==> src/rtl/mdf_ram.sv <==
// Simple dual-port RAM, one write and one registered read port.
`timescale 1ns / 1ps

module mdf_ram #(
    parameter int DATA_W = 8,
    parameter int DEPTH  = 16,
    parameter int ADDR_W = 4
) (
    input  logic              i_clk,
    input  logic              i_we,
    input  logic [ADDR_W-1:0] i_waddr,
    input  logic [DATA_W-1:0] i_wdata,
    input  logic              i_re,
    input  logic [ADDR_W-1:0] i_raddr,
    output logic [DATA_W-1:0] o_rdata
);

    logic [DATA_W-1:0] r_mem [DEPTH];
    logic [DATA_W-1:0] r_rdata;

    // write port
    always_ff @(posedge i_clk) begin
        if (i_we) begin
            r_mem[i_waddr] <= i_wdata;
        end
    end

    // read port, registered, enabled by i_re
    always_ff @(posedge i_clk) begin
        if (i_re) begin
            r_rdata <= r_mem[i_raddr];
        end
    end

    assign o_rdata = r_rdata;

endmodule
==> config.mk <==
export PLATFORM = sky130hd
export DESIGN_NAME = mdf_ram
export DESIGN_NICKNAME = d
export VERILOG_FILES = /design/src/rtl/mdf_ram.sv
export SDC_FILE = /design/constraint.sdc
export NUM_CORES = 1
export LEC_CHECK = 0
export BUFFER_PORTS_ARGS = -buffer_cell sky130_fd_sc_hd__buf_2
export CORE_ASPECT_RATIO = 0.7
export CORE_MARGIN = 5
export CORE_UTILIZATION = 40
export CTS_BUF_LIST = sky130_fd_sc_hd__clkbuf_16
export DETAILED_ROUTE_END_ITERATION = 12
export SLEW_MARGIN = 0
export SYNTH_ARGS = -nofsm -noshare
export SYNTH_HDL_FRONTEND = slang
export SYNTH_SLANG_ARGS = --single-unit
==> constraint.sdc <==
create_clock -name i_clk -period 1.8 [get_ports i_clk]
set_input_delay 0.36 -clock i_clk [delete_from_list [all_inputs] [get_ports i_clk]]
set_output_delay 0.36 -clock i_clk [all_outputs]
set_load 0.02 [all_outputs]
# Yosys cells after proc, flatten, opt, wreduce, memory -nomap -nowiden
# Memories as Yosys holds them, arrays and structs flattened. A register that Yosys moved wholly into a read port is not among the register bits.
# Index checks and enable logic that the tools add are counted.
op_classes:
  n_mux: 2
ops:
  columns: ["cell", "count"]
  rows:
  - ["1-bit two-way mux", 2]
word_totals:
  regBits: 0
  ram_bits: 128
  input_bits: 19
  elab_cells: 3
  n_memories: 1
mem_list:
  columns: ["name", "words", "word_bits", "rd", "rd_clocked_by_memory_dff", "wr", "line", "text"]
  rows:
  - ["r_mem", 16, 8, 1, 1, 1, "18", "logic [DATA_W-1:0] r_mem [DEPTH];"]

# Longest topological paths before layout
depth:
  depth_word: 2
  depth_mapped: 5

# Worst setup path after synthesis
# OpenSTA, ideal clock, no wires.
synth_path:
  path_kind: "in2reg"
  start: "in i_waddr[2]"
  end: "mem r_mem[0][0], enable pin"
  setup_time_ps: 383
  t_arrival_ps: 1470
  setup_slack_ps: -53
  cell_stages: 2
  cell_sequence: "or3b_2 nor3_1"
synth_rtl:
  columns: ["element", "line", "text"]
  rows:
  - ["from (decl)", "11", "input logic [ADDR_W-1:0] i_waddr,"]
  - ["to (decl)", "18", null]
# No word-level cell before the write port.

==> results.toml <==
[cells_and_area]
instances_no_fill = 468
drive_above_1_share_pct = 32.45
nets = 308
post-route-util_pct = 48.75
fillers = 1068
n_antenna_cell = 0
syn_to_final_growth_pct = 20.87
stdcell_area_sq_mm = 0.006319

[sta]
clock_skew_ns = 0.007790
max_slew_margin_pct = 48.61
worst_pin_slew_ns = 0.7680
setup_viol = 0
rsz0062_at_grt = "false"
finalCritPeriodShare_pct = 83.93
maxSlewViolCount = 0
setup_ws_ns = 0.2893
hold_violations = 0
fmax_ghz = 0.6620
min_period_ns = 1.511

[clocking]
cts_made_buffers = 17
cts.clk_slew.worst_paths_ns = 0.06
clock_latency_ns = 0.41
cts_post_setup_buffers_inserted = 0
clock-root-buffer = "clkbuf_16"
h-tree-depth = 4
postCtsHoldBufs = 0
ctsResizeCount = 0
cts_tree = "yes"
clockBufferDepth = 2
cts.sinks = 136

[setup_path]
crit_required_ns = 1.94
critPathArrivalTime_ns = 1.65
cp-startpoint = "r_mem[11][0]"
critPathTopFamily = "multiplexers"
cp-end-kind = "flop"
cp_max_fo = 1
crit_chain = "mux4_2, a22oi_1, nand2_1"
r2r_slack_ns = 0.29
endpoint = "o_rdata[0]"
path_class = "reg -> reg"
worstReg2RegStart = "r_mem[11][0]"
timing.rr.end = "o_rdata[0]"
path_depth = 3
max_stage_delay_ns = 0.47
r2r_cells = 3
path_buf_inv = 0
crit_path_start_kind = "flop"
cp_slowest_cell = "mux4_2"

[global_route]
grt_overflow = 0
grt_util_all_layers_pct = 14.52
grt_max_degree = 24
grt_pass1_vias = 2579
grt_pass1_wl_mm = 16.15
antenna_found_initial = 1

[min_path]
hp-start = "i_re"
min_path_type = "in -> reg"

[yosys]
ys_warn_count = 0
syn-mean-instance-area_sq_um = 22.83
synth_top_area_cell = "edfxtp_1"
synthMostInstantiatedCell = "edfxtp_1"
yosys_register_bits = 136
netlist.area_leader.share_pct = 78.12
yosysSeqAreaShare_pct = 78.12
yosysUniqueCellTypes = 18
yosys-top-cells-count = "edfxtp_1 (136), mux4_2 (18), a22oi_1 (16)"
syn-num-nets = 248
ys.flop_type = "edfxtp_1"
syn_inst = 229
async_reset_ff_share_pct = 0
synthTopCellsByArea = "edfxtp_1 (78%), mux4_2 (7.8%), mux4_1 (7.0%)"
synth_area_sq_mm = 0.005228
synth_edf_count = 136

[route]
drtIter0Drc = 127
wl_mm = 10.25
detail_route.wl_per_cell_um = 21.91
detail-route-antenna-nets = 0
vias = 2458
drcViolationCount = 0
viasPerCell = 5.252
dr.pass1.iters = 4

[die]
die_area_sq_mm = 0.01549
ios = 27
core_sq_mm = 0.01296
start_util_pct = 40.33
rows = 35
die_y_um = 105.6
die_w_um = 146.6

[placement]
dp.cells = 436
gp_congestion = 0.7283
placed_area_sq_mm = 0.005709
io_buffers = 26
dp_slack_ns = -0.1014
dp_hpwl_mm = 6.705

[pwr]
p_leak_uw = 0.002144
power.density_mw_per_mm2 = 1188
power_uw = 7507
peakVddDrop_v = 0.0008172

[outcome]
status = "complete, no violations"

[flow_run]
maxCapViolCount = 0
## report_power, final
part / internal [uW] / switching, uW / leakage [uW]
sequential: 3570 / 19.7 / 0.00124
combinational: 151 / 204 / 0.000618
clock: 2290 / 1270 / 0.000291
total: 6010 / 1490 / 0.00214
## routing by layer
| metal | up-vias | routed length, um | GRT usage (%) | part of all wire, % |
|---|---|---|---|---|
| met5 | - | 13 | 0 | 0.13 |
| met4 | 2 | 108 | 4.631 | 1.1 |
| met3 | 15 | 647 | 4.813 | 6.3 |
| met2 | 73 | 4253 | 18.73 | 41 |
| met1 | 1267 | 5232 | 22.82 | 51 |
| li1 | 1101 | - | - | - |
## worst reg2reg max path, delay by kind of cell (launching register included)
kind / cells / cell delay (ns)
mux: 1 / 0.47
flops: 1 / 0.36
compound gates: 1 / 0.26
simple gates: 1 / 0.15
## registers in the layout, indices dropped and copies added, names as in the netlist
signal and flops:
o_rdata 8, r_mem 128
## how the worst min path moves through the flow
| stage | depth (start not counted) | end |
|---|---|---|
| finish | 1 | o_rdata[7] |
| global route | 1 | o_rdata[0] |
| CTS | 1 | o_rdata[0] |
| detailed placement | 3 | o_rdata[2] |
| global placement | 3 | o_rdata[3] |
| floorplan | 0 | r_mem[0][0] |
## area by class of cell
class / count / area (sq um) / area share (%)
Clock buffer: 17 / 425.4 / 6.733
Timing Repair Buffer: 51 / 355.3 / 5.624
Tap cell: 166 / 207.7 / 3.287
Multi-Input combinational cell: 83 / 1062 / 16.81
Sequential cell: 136 / 4084 / 64.63
Clock inverter: 15 / 183.9 / 2.911
## cells in the final DEF, fill, tap and decap left out
master and instances:
a22oi_1 16, and2_1 1, and2b_1 1, buf_12 3, buf_2 26, buf_4 22, bufinv_16 4, clkbuf_16 17
clkinv_1 4, clkinv_2 1, clkinv_4 1, clkinvlp_4 3, edfxtp_1 136, inv_1 1, inv_6 1, mux4_1 14
mux4_2 18, nand2_1 9, nand2b_1 2, nand3_1 1, nand3b_1 2, nor2_1 13, nor2b_1 1, nor3_1 3
nor3_2 1, or3b_2 1
## logic make-up after synthesis
logic type             Yosys count  synth area share (%)
AO/OA/AOI/OAI                   16                 2.298
buffers and inverters           10                 1.651
multiplexers                    32                 14.79
flip-flops                     136                 78.12
AND/OR/NAND/NOR                 35                 3.136
## per-stage QoR
| stage | hold WS [ns] | TNS, ns |
|---|---|---|
| floorplan | 0.4589 | 0 |
| global placement | 0.7267 | -0.3598 |
| detailed placement | 0.7409 | -0.4150 |
| CTS | 0.3091 | 0 |
| global route | 0.3167 | 0 |
| finish | 0.3175 | 0 |
(Power assumes the default switching activity.)
